===== src/sv/dfp_pkg.sv =====
// dfp_pkg: shared types and constants for the download frame parser
// frame byte codes, parse phases, status codes and the result word layout
// no dependencies
`default_nettype none

package dfp_pkg;

	localparam int unsigned MAX_PAYLOAD = 1024;
	localparam int unsigned REMAIN_W    = 11;

	localparam logic [7:0] START_BYTE = 8'h88;
	localparam logic [7:0] TAIL_BYTE  = 8'h66;
	localparam logic [7:0] CMD_INFO   = 8'h01;
	localparam logic [7:0] CMD_DATA   = 8'h02;

	localparam logic [31:0] MAX_PAYLOAD_W = 32'(MAX_PAYLOAD);

	localparam int unsigned IN_TDATA_W  = 8;
	localparam int unsigned OUT_TDATA_W = 80;

	typedef enum logic [2:0] {
		ST_OK       = 3'd0,
		ST_BAD_CMD  = 3'd1,
		ST_TOO_LONG = 3'd2,
		ST_BAD_SUM  = 3'd3,
		ST_BAD_TAIL = 3'd4
	} status_t;

	typedef enum logic [7:0] {
		PH_HUNT    = 8'b0000_0001,
		PH_CMD     = 8'b0000_0010,
		PH_ADDR    = 8'b0000_0100,
		PH_LEN     = 8'b0000_1000,
		PH_PAYLOAD = 8'b0001_0000,
		PH_SUM_LO  = 8'b0010_0000,
		PH_SUM_HI  = 8'b0100_0000,
		PH_TAIL    = 8'b1000_0000
	} phase_t;

	// one received word after the input register
	typedef struct packed {
		logic       buffer_start;
		logic [7:0] rx_byte;
	} in_item_t;

	// one result word
	typedef struct packed {
		logic        frame_end;
		logic [7:0]  payload_byte;
		logic        frame_kind;
		logic [31:0] frame_address;
		logic [31:0] frame_length;
		logic [2:0]  frame_status;
	} result_t;

endpackage

`default_nettype wire


===== src/sv/download_frame_parser.sv =====
// download_frame_parser: top level of the download frame parser
// wires the input register, the parse core and the result register; uses dfp_pkg
`default_nettype none

// usage
//   slave side: one received byte per word on s_axis_tdata[7:0]; s_axis_tuser
//   set forces that byte to be taken as the first byte of a new frame
//   master side: one result word per payload byte (m_axis_tuser low, byte in
//   tdata[7:0]) and one end-of-frame word per frame (m_axis_tuser high) with
//   kind, address, length and status; bytes seen while hunting give no word,
//   nor does a frame cut off by a new s_axis_tuser byte; a byte is taken
//   into the input register, then passes through the parse logic into the
//   result register, from which the receiver takes its word
//   throughput: one byte per cycle while m_axis_tready stays high, with a
//   single parse step between the input register and the result register
//   reset (arst_n low) empties both registers and puts the parser into
//   hunting for the start byte with all frame fields cleared
//   stall: when the receiver holds m_axis_tready low with a word waiting,
//   the parser stops, the input register keeps one byte and s_axis_tready
//   drops once that register is full; nothing is lost or repeated
module download_frame_parser (
	input  wire                              clk,
	input  wire                              arst_n,
	input  wire                              s_axis_tvalid,
	output logic                             s_axis_tready,
	input  wire  [dfp_pkg::IN_TDATA_W-1:0]   s_axis_tdata,  // [7:0] rx_byte
	input  wire                              s_axis_tuser,  // [0] buffer_start
	output logic                             m_axis_tvalid,
	input  wire                              m_axis_tready,
	// [7:0] payload_byte, [8] frame_kind, [40:9] frame_address,
	// [72:41] frame_length, [75:73] frame_status, [79:76] zero
	output logic [dfp_pkg::OUT_TDATA_W-1:0]  m_axis_tdata,
	output logic                             m_axis_tuser   // [0] frame_end
);
	import dfp_pkg::*;

	logic     item_valid;
	in_item_t item;
	logic     out_free;
	logic     advance;
	logic     res_valid;
	result_t  res;

	// the held byte is parsed whenever the result register can take a word
	assign advance = item_valid && out_free;

	dfp_in_stage u_in (
		.clk           (clk),
		.arst_n        (arst_n),
		.s_axis_tvalid (s_axis_tvalid),
		.s_axis_tready (s_axis_tready),
		.s_axis_tdata  (s_axis_tdata),
		.s_axis_tuser  (s_axis_tuser),
		.take          (advance),
		.item_valid    (item_valid),
		.item          (item)
	);

	dfp_core u_core (
		.clk       (clk),
		.arst_n    (arst_n),
		.step      (advance),
		.item      (item),
		.res_valid (res_valid),
		.res       (res)
	);

	// load only on a parse step that produced a word
	dfp_out_reg u_out (
		.clk           (clk),
		.arst_n        (arst_n),
		.load          (advance && res_valid),
		.res           (res),
		.free          (out_free),
		.m_axis_tvalid (m_axis_tvalid),
		.m_axis_tready (m_axis_tready),
		.m_axis_tdata  (m_axis_tdata),
		.m_axis_tuser  (m_axis_tuser)
	);

endmodule

`default_nettype wire


===== src/sv/dfp_in_stage.sv =====
// dfp_in_stage: input register of the download frame parser
// holds one received word until the parser core takes it; uses dfp_pkg
`default_nettype none

module dfp_in_stage (
	input  wire                              clk,
	input  wire                              arst_n,
	input  wire                              s_axis_tvalid,
	output logic                             s_axis_tready,
	input  wire  [dfp_pkg::IN_TDATA_W-1:0]   s_axis_tdata,
	input  wire                              s_axis_tuser,
	input  wire                              take,
	output logic                             item_valid,
	output dfp_pkg::in_item_t                item
);
	import dfp_pkg::*;

	logic     valid_s1;
	in_item_t item_s1;

	// room when empty or when the held word leaves this cycle
	assign s_axis_tready = !valid_s1 || take;
	assign item_valid    = valid_s1;
	assign item          = item_s1;

	always_ff @(posedge clk or negedge arst_n) begin
		if (!arst_n) begin
			valid_s1 <= 1'b0;
		end else if (s_axis_tready) begin
			valid_s1 <= s_axis_tvalid;
		end
	end

	always_ff @(posedge clk) begin
		if (s_axis_tready && s_axis_tvalid) begin
			item_s1.rx_byte      <= s_axis_tdata[7:0];
			item_s1.buffer_start <= s_axis_tuser;
		end
	end

endmodule

`default_nettype wire


===== src/sv/dfp_core.sv =====
// dfp_core: frame parse state and per-word result logic
// one word is consumed per step; uses dfp_pkg
`default_nettype none

module dfp_core (
	input  wire                clk,
	input  wire                arst_n,
	input  wire                step,
	input  dfp_pkg::in_item_t  item,
	output logic               res_valid,
	output dfp_pkg::result_t   res
);
	import dfp_pkg::*;

	phase_t               phase_q, phase_d;
	logic [1:0]           idx_q, idx_d;
	logic                 cmd_q, cmd_d;
	logic [31:0]          addr_q, addr_d;
	logic [31:0]          len_q, len_d;
	logic [REMAIN_W-1:0]  remain_q, remain_d;
	logic [15:0]          sum_q, sum_d;
	logic [7:0]           sum_lo_q, sum_lo_d;

	logic [7:0]  b;
	logic [15:0] sum_add;
	logic [31:0] len_full;

	assign b        = item.rx_byte;
	assign sum_add  = sum_q + {8'h00, b};
	assign len_full = {b, len_q[23:0]};

	always_comb begin
		phase_d   = phase_q;
		idx_d     = idx_q;
		cmd_d     = cmd_q;
		addr_d    = addr_q;
		len_d     = len_q;
		remain_d  = remain_q;
		sum_d     = sum_q;
		sum_lo_d  = sum_lo_q;
		res_valid = 1'b0;
		res       = '0;

		if (step) begin
			if (item.buffer_start || phase_q == PH_HUNT) begin
				// drop frame in progress, look for a start byte
				idx_d    = '0;
				cmd_d    = 1'b0;
				addr_d   = '0;
				len_d    = '0;
				remain_d = '0;
				sum_d    = '0;
				sum_lo_d = '0;
				phase_d  = (b == START_BYTE) ? PH_CMD : PH_HUNT;
			end else begin
				case (phase_q)
					PH_CMD: begin
						sum_d = {8'h00, b};
						idx_d = '0;
						if (b == CMD_INFO) begin
							cmd_d   = 1'b0;
							phase_d = PH_ADDR;
						end else if (b == CMD_DATA) begin
							cmd_d   = 1'b1;
							phase_d = PH_ADDR;
						end else begin
							cmd_d               = 1'b0;
							addr_d              = '0;
							len_d               = '0;
							res_valid           = 1'b1;
							res.frame_end       = 1'b1;
							res.frame_status    = ST_BAD_CMD;
							phase_d             = PH_HUNT;
						end
					end
					PH_ADDR: begin
						sum_d = sum_add;
						// info frames keep the address at zero
						if (cmd_q) begin
							addr_d[idx_q*8 +: 8] = b;
						end
						if (idx_q == 2'd3) begin
							phase_d = PH_LEN;
						end
						idx_d = idx_q + 2'd1;
					end
					PH_LEN: begin
						sum_d               = sum_add;
						len_d[idx_q*8 +: 8] = b;
						idx_d               = idx_q + 2'd1;
						if (idx_q == 2'd3) begin
							if (cmd_q) begin
								if (len_full > MAX_PAYLOAD_W) begin
									res_valid         = 1'b1;
									res.frame_end     = 1'b1;
									res.frame_kind    = cmd_q;
									res.frame_address = addr_q;
									res.frame_length  = len_full;
									res.frame_status  = ST_TOO_LONG;
									phase_d           = PH_HUNT;
								end else begin
									remain_d = len_full[REMAIN_W-1:0];
									phase_d  = (len_full[REMAIN_W-1:0] == '0)
										? PH_SUM_LO : PH_PAYLOAD;
								end
							end else begin
								phase_d = PH_SUM_LO;
							end
						end
					end
					PH_PAYLOAD: begin
						sum_d            = sum_add;
						remain_d         = remain_q - REMAIN_W'(1);
						if (remain_q == REMAIN_W'(1)) begin
							phase_d = PH_SUM_LO;
						end
						res_valid        = 1'b1;
						res.frame_end    = 1'b0;
						res.payload_byte = b;
					end
					PH_SUM_LO: begin
						sum_lo_d = b;
						phase_d  = PH_SUM_HI;
					end
					PH_SUM_HI: begin
						if ({b, sum_lo_q} != sum_q) begin
							res_valid         = 1'b1;
							res.frame_end     = 1'b1;
							res.frame_kind    = cmd_q;
							res.frame_address = addr_q;
							res.frame_length  = len_q;
							res.frame_status  = ST_BAD_SUM;
							phase_d           = PH_HUNT;
						end else begin
							phase_d = PH_TAIL;
						end
					end
					PH_TAIL: begin
						res_valid         = 1'b1;
						res.frame_end     = 1'b1;
						res.frame_kind    = cmd_q;
						res.frame_address = addr_q;
						res.frame_length  = len_q;
						res.frame_status  = (b == TAIL_BYTE) ? ST_OK : ST_BAD_TAIL;
						phase_d           = PH_HUNT;
					end
					default: begin
						phase_d  = PH_HUNT;
						idx_d    = '0;
						cmd_d    = 1'b0;
						addr_d   = '0;
						len_d    = '0;
						remain_d = '0;
						sum_d    = '0;
						sum_lo_d = '0;
					end
				endcase
			end
		end
	end

	always_ff @(posedge clk or negedge arst_n) begin
		if (!arst_n) begin
			phase_q  <= PH_HUNT;
			idx_q    <= '0;
			cmd_q    <= 1'b0;
			addr_q   <= '0;
			len_q    <= '0;
			remain_q <= '0;
			sum_q    <= '0;
			sum_lo_q <= '0;
		end else begin
			phase_q  <= phase_d;
			idx_q    <= idx_d;
			cmd_q    <= cmd_d;
			addr_q   <= addr_d;
			len_q    <= len_d;
			remain_q <= remain_d;
			sum_q    <= sum_d;
			sum_lo_q <= sum_lo_d;
		end
	end

endmodule

`default_nettype wire


===== src/sv/dfp_out_reg.sv =====
// dfp_out_reg: result register of the download frame parser
// holds one result word for the receiver; uses dfp_pkg
`default_nettype none

module dfp_out_reg (
	input  wire                              clk,
	input  wire                              arst_n,
	input  wire                              load,
	input  dfp_pkg::result_t                 res,
	output logic                             free,
	output logic                             m_axis_tvalid,
	input  wire                              m_axis_tready,
	output logic [dfp_pkg::OUT_TDATA_W-1:0]  m_axis_tdata,
	output logic                             m_axis_tuser
);
	import dfp_pkg::*;

	logic    valid_q;
	result_t res_q;

	// empty, or the held word is taken this cycle
	assign free          = !valid_q || m_axis_tready;
	assign m_axis_tvalid = valid_q;
	assign m_axis_tuser  = res_q.frame_end;
	assign m_axis_tdata  = {4'h0, res_q.frame_status, res_q.frame_length,
		res_q.frame_address, res_q.frame_kind, res_q.payload_byte};

	always_ff @(posedge clk or negedge arst_n) begin
		if (!arst_n) begin
			valid_q <= 1'b0;
		end else if (free) begin
			valid_q <= load;
		end
	end

	always_ff @(posedge clk) begin
		if (free && load) begin
			res_q <= res;
		end
	end

endmodule

`default_nettype wire

===== config.mk =====
export PLATFORM = sky130hd
export DESIGN_NAME = download_frame_parser
export DESIGN_NICKNAME = d
export VERILOG_FILES = /design/src/sv/dfp_pkg.sv /design/src/sv/download_frame_parser.sv /design/src/sv/dfp_in_stage.sv /design/src/sv/dfp_core.sv /design/src/sv/dfp_out_reg.sv
export SDC_FILE = /design/constraint.sdc
export NUM_CORES = 1
export LEC_CHECK = 0
export BUFFER_PORTS_ARGS = -buffer_cell sky130_fd_sc_hd__buf_2
export CAP_MARGIN = 25
export CORE_MARGIN = 4
export CORE_UTILIZATION = 64
export CTS_CLUSTER_SIZE = 30
export DETAILED_ROUTE_END_ITERATION = 6
export PLACE_DENSITY = 0.93
export SLEW_MARGIN = 20
export SYNTH_ARGS = -nofsm -noshare
export SYNTH_HDL_FRONTEND = slang
export SYNTH_SLANG_ARGS = --single-unit

===== constraint.sdc =====
create_clock -name clk -period 21.5 [get_ports clk]
set_clock_uncertainty 0.05 [all_clocks]
set_input_delay 1.075 -clock clk [delete_from_list [all_inputs] [get_ports clk]]
set_output_delay 1.075 -clock clk [all_outputs]
set_load 0.01 [all_outputs]

==> impl_metrics.env, run 1 <==
export IMPL_dieArea_um2=16580
export IMPL_violations="design-rule violations"
export IMPL_dp_cells=1063
export IMPL_arrival_ps=3640
export IMPL_cts_buffers=17
export IMPL_crit_path_start="u_core.phase_q[5]"
export IMPL_start_util=0.6623
export IMPL_cts_resized=0
export IMPL_endpoint_kind="flop"
export IMPL_antenna_found_initial=0
export IMPL_route_detailed_drc=7
export IMPL_crit_path_max_fanout=77
export IMPL_initialDrtViolationCount=1011
export IMPL_setup_violations=0
export IMPL_syn_cell_area_um2=9335
export IMPL_totalWireLength_mm=23.39
export IMPL_async_flop_share=0.5657
export IMPL_clock_path_buffers=2
export IMPL_rsz0062_at_grt="no"
export IMPL_synth_cells=832
export IMPL_yosysMostFrequentCell="dfrtp_1"
export IMPL_grt_pass1_wl_mm=35.91
export IMPL_netlist_top_cells_count="dfrtp_1 (111), edfxtp_1 (86), nand2_1 (77), and2_1 (71), o21ai_0 (52)"
export IMPL_globalplace_congestion=0.9399
export IMPL_p_leak_nw=4.756
export IMPL_outcome="finished, violations left"
export IMPL_hpwlAfterDp_mm=14.66
export IMPL_max_slew_margin=0.3207
export IMPL_whs_ps=445.3
export IMPL_core_area_um2=14100
export IMPL_grt_max_degree=82
export IMPL_htree_levels=4
export IMPL_hold_class="reg2reg"
export IMPL_portBuffers=91
export IMPL_hold_buffers=0
export IMPL_syn2layout_area_growth_pct=12.71
export IMPL_synth_edf_count=86
export IMPL_ys_warn_count=0
export IMPL_powerDensity_nw_per_um2=71.67
export IMPL_drv_slew=0
export IMPL_die_h_um=128.8
export IMPL_hold_start="u_core.addr_q[22]"
export IMPL_worstMarginPinSlew_ps=1011
export IMPL_cts_setup_buffers=0
export IMPL_via_per_inst=6.584
export IMPL_place_area_um2=9854
export IMPL_yosysTopAreaCellShare=0.2975
export IMPL_clock_latency_ps=450
export IMPL_fill_cells=823
export IMPL_path_clk_slew_ps=70
export IMPL_finalHoldViolCount=0
export IMPL_synth_seq_cells=198
export IMPL_cts_tree="done"
export IMPL_fmax_mhz=275.9
export IMPL_critical_path_class="reg2reg"
export IMPL_timing_rr_start="u_core.phase_q[5]"
export IMPL_ys_seq_area_frac=0.5770
export IMPL_ys_types=72
export IMPL_max_cap_violations=0
export IMPL_synth_area_leaders="dfrtp_1 (30%), edfxtp_1 (28%), and2_1 (4.8%), a22o_1 (3.9%), nand2_1 (3.1%)"
export IMPL_drive_above_1_share=0.1656
export IMPL_crit_required_ps=21520
export IMPL_power_total_w=0.0007541
export IMPL_grt_use_total=0.2785
export IMPL_io_pins=96
export IMPL_finish_instance_area_um2=10520
export IMPL_wl_per_cell_um=21.30
export IMPL_vias=7229
export IMPL_avgSynthCellArea_um2=11.22
export IMPL_drtPass1Iterations=7
export IMPL_nNetsFinal=934
export IMPL_gr_total_overflow=0
export IMPL_yosys_area_top_type="dfrtp_1"
export IMPL_min_period_over_period=0.1686
export IMPL_peakVddDrop_mv=0.05031
export IMPL_tns_ps=0
export IMPL_diodes=0
export IMPL_crit_path_start_kind="flop"
export IMPL_period_needed_ps=3624
export IMPL_clock_root_buffer="clkbuf_16"
export IMPL_rows=43
export IMPL_instances_no_fill=1098
export IMPL_die_x_um=128.8
export IMPL_synthFlopType="dfrtp_1"
export IMPL_final_antenna_net_count=0
export IMPL_clkSinkCount=198
export IMPL_first_global_vias=6994
## worst max-delay path: stages (launching register included)
cell      delay (ps)
dfrtp_1          500
or4_4            610
or4b_1           510
nand2_1          160
o211ai_1         160
a41o_1           360
o21ai_4           70
buf_4            730
## placed cells by master (no fill, tap or decap), drive strengths merged, types with 6 or more instances in the layout
| cell type | count |
|---|---|
| buf | 103 |
| a22o | 42 |
| or3 | 8 |
| nor2 | 43 |
| xnor2 | 9 |
| a21oi | 21 |
| and2 | 72 |
| o21ai | 57 |
| nand2 | 77 |
| nor3 | 25 |
| and3 | 9 |
| mux2i | 14 |
| nand3 | 12 |
| a211oi | 6 |
| ha | 15 |
| dfrtp | 111 |
| a31oi | 6 |
| inv | 39 |
| xor2 | 23 |
| edfxtp | 86 |
| nor4 | 18 |
| nand2b | 6 |
| clkbuf | 20 |
| a22oi | 12 |
## cell type report
class	count	area, um^2	area share
flip-flops and latches	198	5386	0.5120
multi-input cells	552	3593	0.3415
clock buffers	20	479.2	0.04555
repair buffers	103	585.6	0.05565
well taps	180	225.2	0.02141
inverters	33	123.9	0.01177
clock inverters	12	127.6	0.01213
## final timing paths
check / end / slack (ps) / cells after the start
min in group asynchronous: u_core.sum_q[8] / 500 / 1
worst min-delay path: u_core.addr_q[22] / 450 / 1
worst max register to register: u_out.m_axis_tdata[51] / 17880 / 7
worst min register to register: u_core.addr_q[22] / 450 / 1
max in group asynchronous: u_core.remain_q[1] / 19830 / 3
worst max-delay path: u_out.m_axis_tdata[51] / 17880 / 7
## per-layer routing
layer | track usage | vias up | routed length, um
li1 | - | 3155 | -
met1 | 0.3500 | 3496 | 8603
met2 | 0.4595 | 480 | 11570
met3 | 0.05812 | 98 | 2116
met4 | 0.1421 | 0 | 1095
met5 | 0 | - | 0
## power breakdown
group | switching, W | internal (W) | leakage (nW)
Sequential | 0.00000539 | 0.000394 | 2.54
Clock | 0.000155 | 0.000168 | 0.291
Combinational | 0.0000228 | 0.00000857 | 1.93
## logic make-up (layout without fill, tap and decap cells)
| logic type | Yosys count | after routing | synth area share |
|---|---|---|---|
| fa+ha+maj | 16 | 16 | 0.02225 |
| mux | 18 | 18 | 0.01984 |
| xor+xnor | 32 | 32 | 0.03002 |
| buf+inv | 85 | 168 | 0.04101 |
| simple gates | 301 | 301 | 0.1724 |
| compound gates | 181 | 181 | 0.1371 |
| flops | 198 | 198 | 0.5770 |
| other cells | 1 | 4 | 0.0004017 |
## stage by stage
step | utilization | setup WS [ps]
5_1_grt | 0.7464 | 17750
3_5_place_dp | 0.6991 | 17960
4_1_cts | 0.7421 | 17960
3_3_place_gp | 0.6991 | 18060
6_report | 0.7464 | 17880
2_1_floorplan | - | 13960
## flip-flops by register name, indices dropped and copies added, names as in the netlist, 2 cells and up
signal / flops
u_core.phase_q: 8
u_core.sum_lo_q: 8
u_in.item: 9
u_core.idx_q: 2
u_core.addr_q: 32
u_core.sum_q: 16
u_out.m_axis_tdata: 76
u_core.remain_q: 11
u_core.len_q: 32
(Power assumes the default switching activity.)
==> inputs of run 2 (changes only) <==
Settings changed: ABC_AREA from default to 1, CORE_UTILIZATION 64 to 54, PLACE_DENSITY 0.93 to 0.83.
Clock period 21.5 ns to 3.26 ns, I/O delays scaled along.
==> impl_metrics.env, run 2 <==
export IMPL_route_detailed_drc=0
export IMPL_max_cap_violations=0
export IMPL_final_antenna_net_count=0
export IMPL_clock_path_buffers=2
export IMPL_clockPowerShare=0.418
export IMPL_io_pins=96
export IMPL_totalWireLength_mm=25.81
export IMPL_power_internal_w=0.003838
export IMPL_critPathSlowestCell="edfxtp_1"
export IMPL_netlist_top_cells_count="nand2_1 (404), inv_1 (159), nor2_1 (134), nand3_1 (113), dfrtp_1 (111)"
export IMPL_p_leak_nw=5.702
export IMPL_p_comb_frac=0.060
export IMPL_drive_above_1_share=0.1174
export IMPL_crit_path_start_kind="flop"
export IMPL_yosys_area_top_type="dfrtp_1"
export IMPL_first_global_vias=8531
export IMPL_die_h_um=146.2
export IMPL_arrival_ps=2990
export IMPL_setup_ws_ps=312.1
export IMPL_layout_common_cells="nand2_1 (403), inv_1 (158), nor2_1 (134)"
export IMPL_yosysTopAreaCellShare=0.2693
export IMPL_grt_max_degree=78
export IMPL_dpl_worst_slack_ps=406.0
export IMPL_drtPass1Iterations=7
export IMPL_avgSynthCellArea_um2=8.034
export IMPL_start_util=0.5497
export IMPL_largest_reg_flops=76
export IMPL_via_per_inst=5.570
export IMPL_ys_seq_area_frac=0.5221
export IMPL_powerDensity_nw_per_um2=433.0
export IMPL_cts_setup_buffers=0
export IMPL_crit_top_cell="nand2_1"
export IMPL_clock_root_buffer="clkbuf_16"
export IMPL_syn_cell_area_um2=10320
export IMPL_synth_seq_cells=198
export IMPL_crit_required_ps=3300
export IMPL_die_x_um=146.2
export IMPL_tns_ps=0
export IMPL_htree_levels=4
export IMPL_critical_path_class="reg2reg"
export IMPL_synth_cells=1284
export IMPL_cts_tree="done"
export IMPL_syn2layout_area_growth_pct=12.87
export IMPL_finalHoldViolCount=0
export IMPL_clock_latency_ps=440
export IMPL_async_flop_share=0.5657
export IMPL_hpwlAfterDp_mm=17.64
export IMPL_outcome="finished, final reports clean"
export IMPL_vias=9035
export IMPL_setup_violations=0
export IMPL_reg2reg_depth=13
export IMPL_path_clk_slew_ps=70
export IMPL_globalplace_congestion=0.9425
export IMPL_fmax_mhz=339.2
export IMPL_worstMarginPinSlew_ps=852.0
export IMPL_gr_total_overflow=0
export IMPL_timing_rr_start="u_in.item[2]"
export IMPL_max_slew_margin=0.4320
export IMPL_p_switching_w=0.001203
export IMPL_endpoint_kind="flop"
export IMPL_power_frac_seq=0.522
export IMPL_peakVddDrop_mv=0.3494
export IMPL_clkSinkCount=198
export IMPL_ys_types=41
export IMPL_nNetsFinal=1404
export IMPL_diodes=0
export IMPL_antenna_found_initial=0
export IMPL_ys_warn_count=0
export IMPL_cts_buffers=17
export IMPL_yosysMostFrequentCell="nand2_1"
export IMPL_switching_share=0.2386
export IMPL_drv_slew=0
export IMPL_synth_area_leaders="dfrtp_1 (27%), edfxtp_1 (25%), nand2_1 (15%), inv_1 (5.8%), nand3_1 (5.5%)"
export IMPL_min_period_over_period=0.9043
export IMPL_grt_use_total=0.2463
export IMPL_rsz0062_at_grt="no"
export IMPL_path_cells="inv_1 > nand2_1 > nor2_1 > nand2_1 > nor2_1 > nand2_1 > nand3_1 > nand2_1 > inv_1 > nand2_1 > nand2_1 > nand2_4 > buf_12"
export IMPL_portBuffers=91
export IMPL_wl_per_cell_um=15.91
export IMPL_synthFlopType="dfrtp_1"
export IMPL_core_area_um2=18770
export IMPL_layout_commonest_cell="nand2_1"
export IMPL_dieArea_um2=21380
export IMPL_rows=50
export IMPL_r2r_end="u_out.m_axis_tdata[55]"
export IMPL_synth_edf_count=86
export IMPL_max_stage_delay_ps=550
export IMPL_reg2reg_setup_slack_ps=310
export IMPL_crit_path_max_fanout=77
export IMPL_initialDrtViolationCount=947
export IMPL_grt_pass1_wl_mm=42.86
export IMPL_period_needed_ps=2948
export IMPL_hold_class="in2async"
[run 2: changes by cell type after synthesis, sizes merged, moves of 19 or more]
| cell | before | now |
|---|---|---|
| nand4 | 4 | 70 |
| nor2 | 43 | 142 |
| inv | 33 | 165 |
| nand2 | 77 | 410 |
| xor2 | 23 | 4 |
| a22o | 42 | 0 |
| and2 | 72 | 0 |
| nand3 | 12 | 114 |
[run 2: what timing repair did]
action / in CTS / in global routing
resized for setup: 0 / 0
hold buffers: 13 / 0
endpoints found under the hold margin: 64 / 0
[run 2: per-layer routing]
layer / track usage / vias to the layer above / routed length [um]
li1: - / 4333 / -
met1: 0.3410 / 4174 / 10890
met2: 0.3969 / 477 / 12090
met3: 0.05338 / 51 / 2298
met4: 0.06773 / 0 / 530
met5: 0 / - / 0
[run 2: how the worst max path moves through the flow]
| stage | cells after the start | from | slack [ps] | end |
|---|---|---|---|---|
| global placement | 13 | u_in.item[1] | 450 | u_out.m_axis_tdata[44] |
| CTS | 13 | u_in.item[1] | 390 | u_out.m_axis_tdata[55] |
| finish | 13 | u_in.item[2] | 310 | u_out.m_axis_tdata[55] |
| floorplan | 12 | u_core.phase_q[4] | 320 | u_out.m_axis_tdata[0] |
| global route | 9 | u_core.phase_q[0] | 20 | u_out.m_axis_tdata[19] |
| detailed placement | 13 | u_in.item[1] | 410 | u_out.m_axis_tdata[43] |
[run 2: layout make-up]
| cell class | instances | area (um^2) |
|---|---|---|
| Multi-Input combinational cell | 871 | 4026 |
| Inverter | 168 | 631.9 |
| Clock buffer | 21 | 440.4 |
| Sequential cell | 198 | 5386 |
| Clock inverter | 11 | 140.1 |
| Timing Repair Buffer | 119 | 725.7 |
| Tap cell | 234 | 292.8 |
| Fill cell | 1595 | 7124 |
[run 2: cell families (layout without fill, tap and decap cells)]
group,Yosys count,after routing,synth area share
fa+ha+maj,16,16,0.02013
buf+inv,218,319,0.08939
xor+xnor,5,5,0.004245
other cells,1,4,0.0003635
compound gates,81,81,0.04293
simple gates,765,765,0.3208
flops,198,198,0.5221
[run 2: stage by stage]
| step | std cells | power (W) | area (um^2) | util | hold slack, ps |
|---|---|---|---|---|---|
| global route | 1622 | 0.005210 | 11640 | 0.6204 | 345.9 |
| detailed placement | 1577 | 0.002964 | 10930 | 0.5825 | 233.2 |
| global placement | 1577 | 0.002957 | 10930 | 0.5825 | 222.8 |
| floorplan | 1287 | 0.002867 | 10330 | - | -182.6 |
| CTS | 1622 | 0.005062 | 11640 | 0.6203 | 307.4 |
| finish | 1622 | 0.005042 | 11640 | 0.6204 | 282.7 |
[run 2: critical path, delay by kind of cell (launching register included)]
kind | cells | cell delay [ps]
buf+inv | 3 | 660
flops | 1 | 550
simple gates | 10 | 1220
[run 2: power groups by stage]
| stage | clock network (W) | logic, W | registers [W] |
|---|---|---|---|
| after detailed placement | 0 | 0.000283 | 0.00268 |
| after floorplan | 0 | 0.000193 | 0.00267 |
| after CTS | 0.00214 | 0.000296 | 0.00263 |
| after global routing | 0.00224 | 0.000335 | 0.00263 |
| after global placement | 0 | 0.000278 | 0.00268 |
| final | 0.00211 | 0.000302 | 0.00263 |
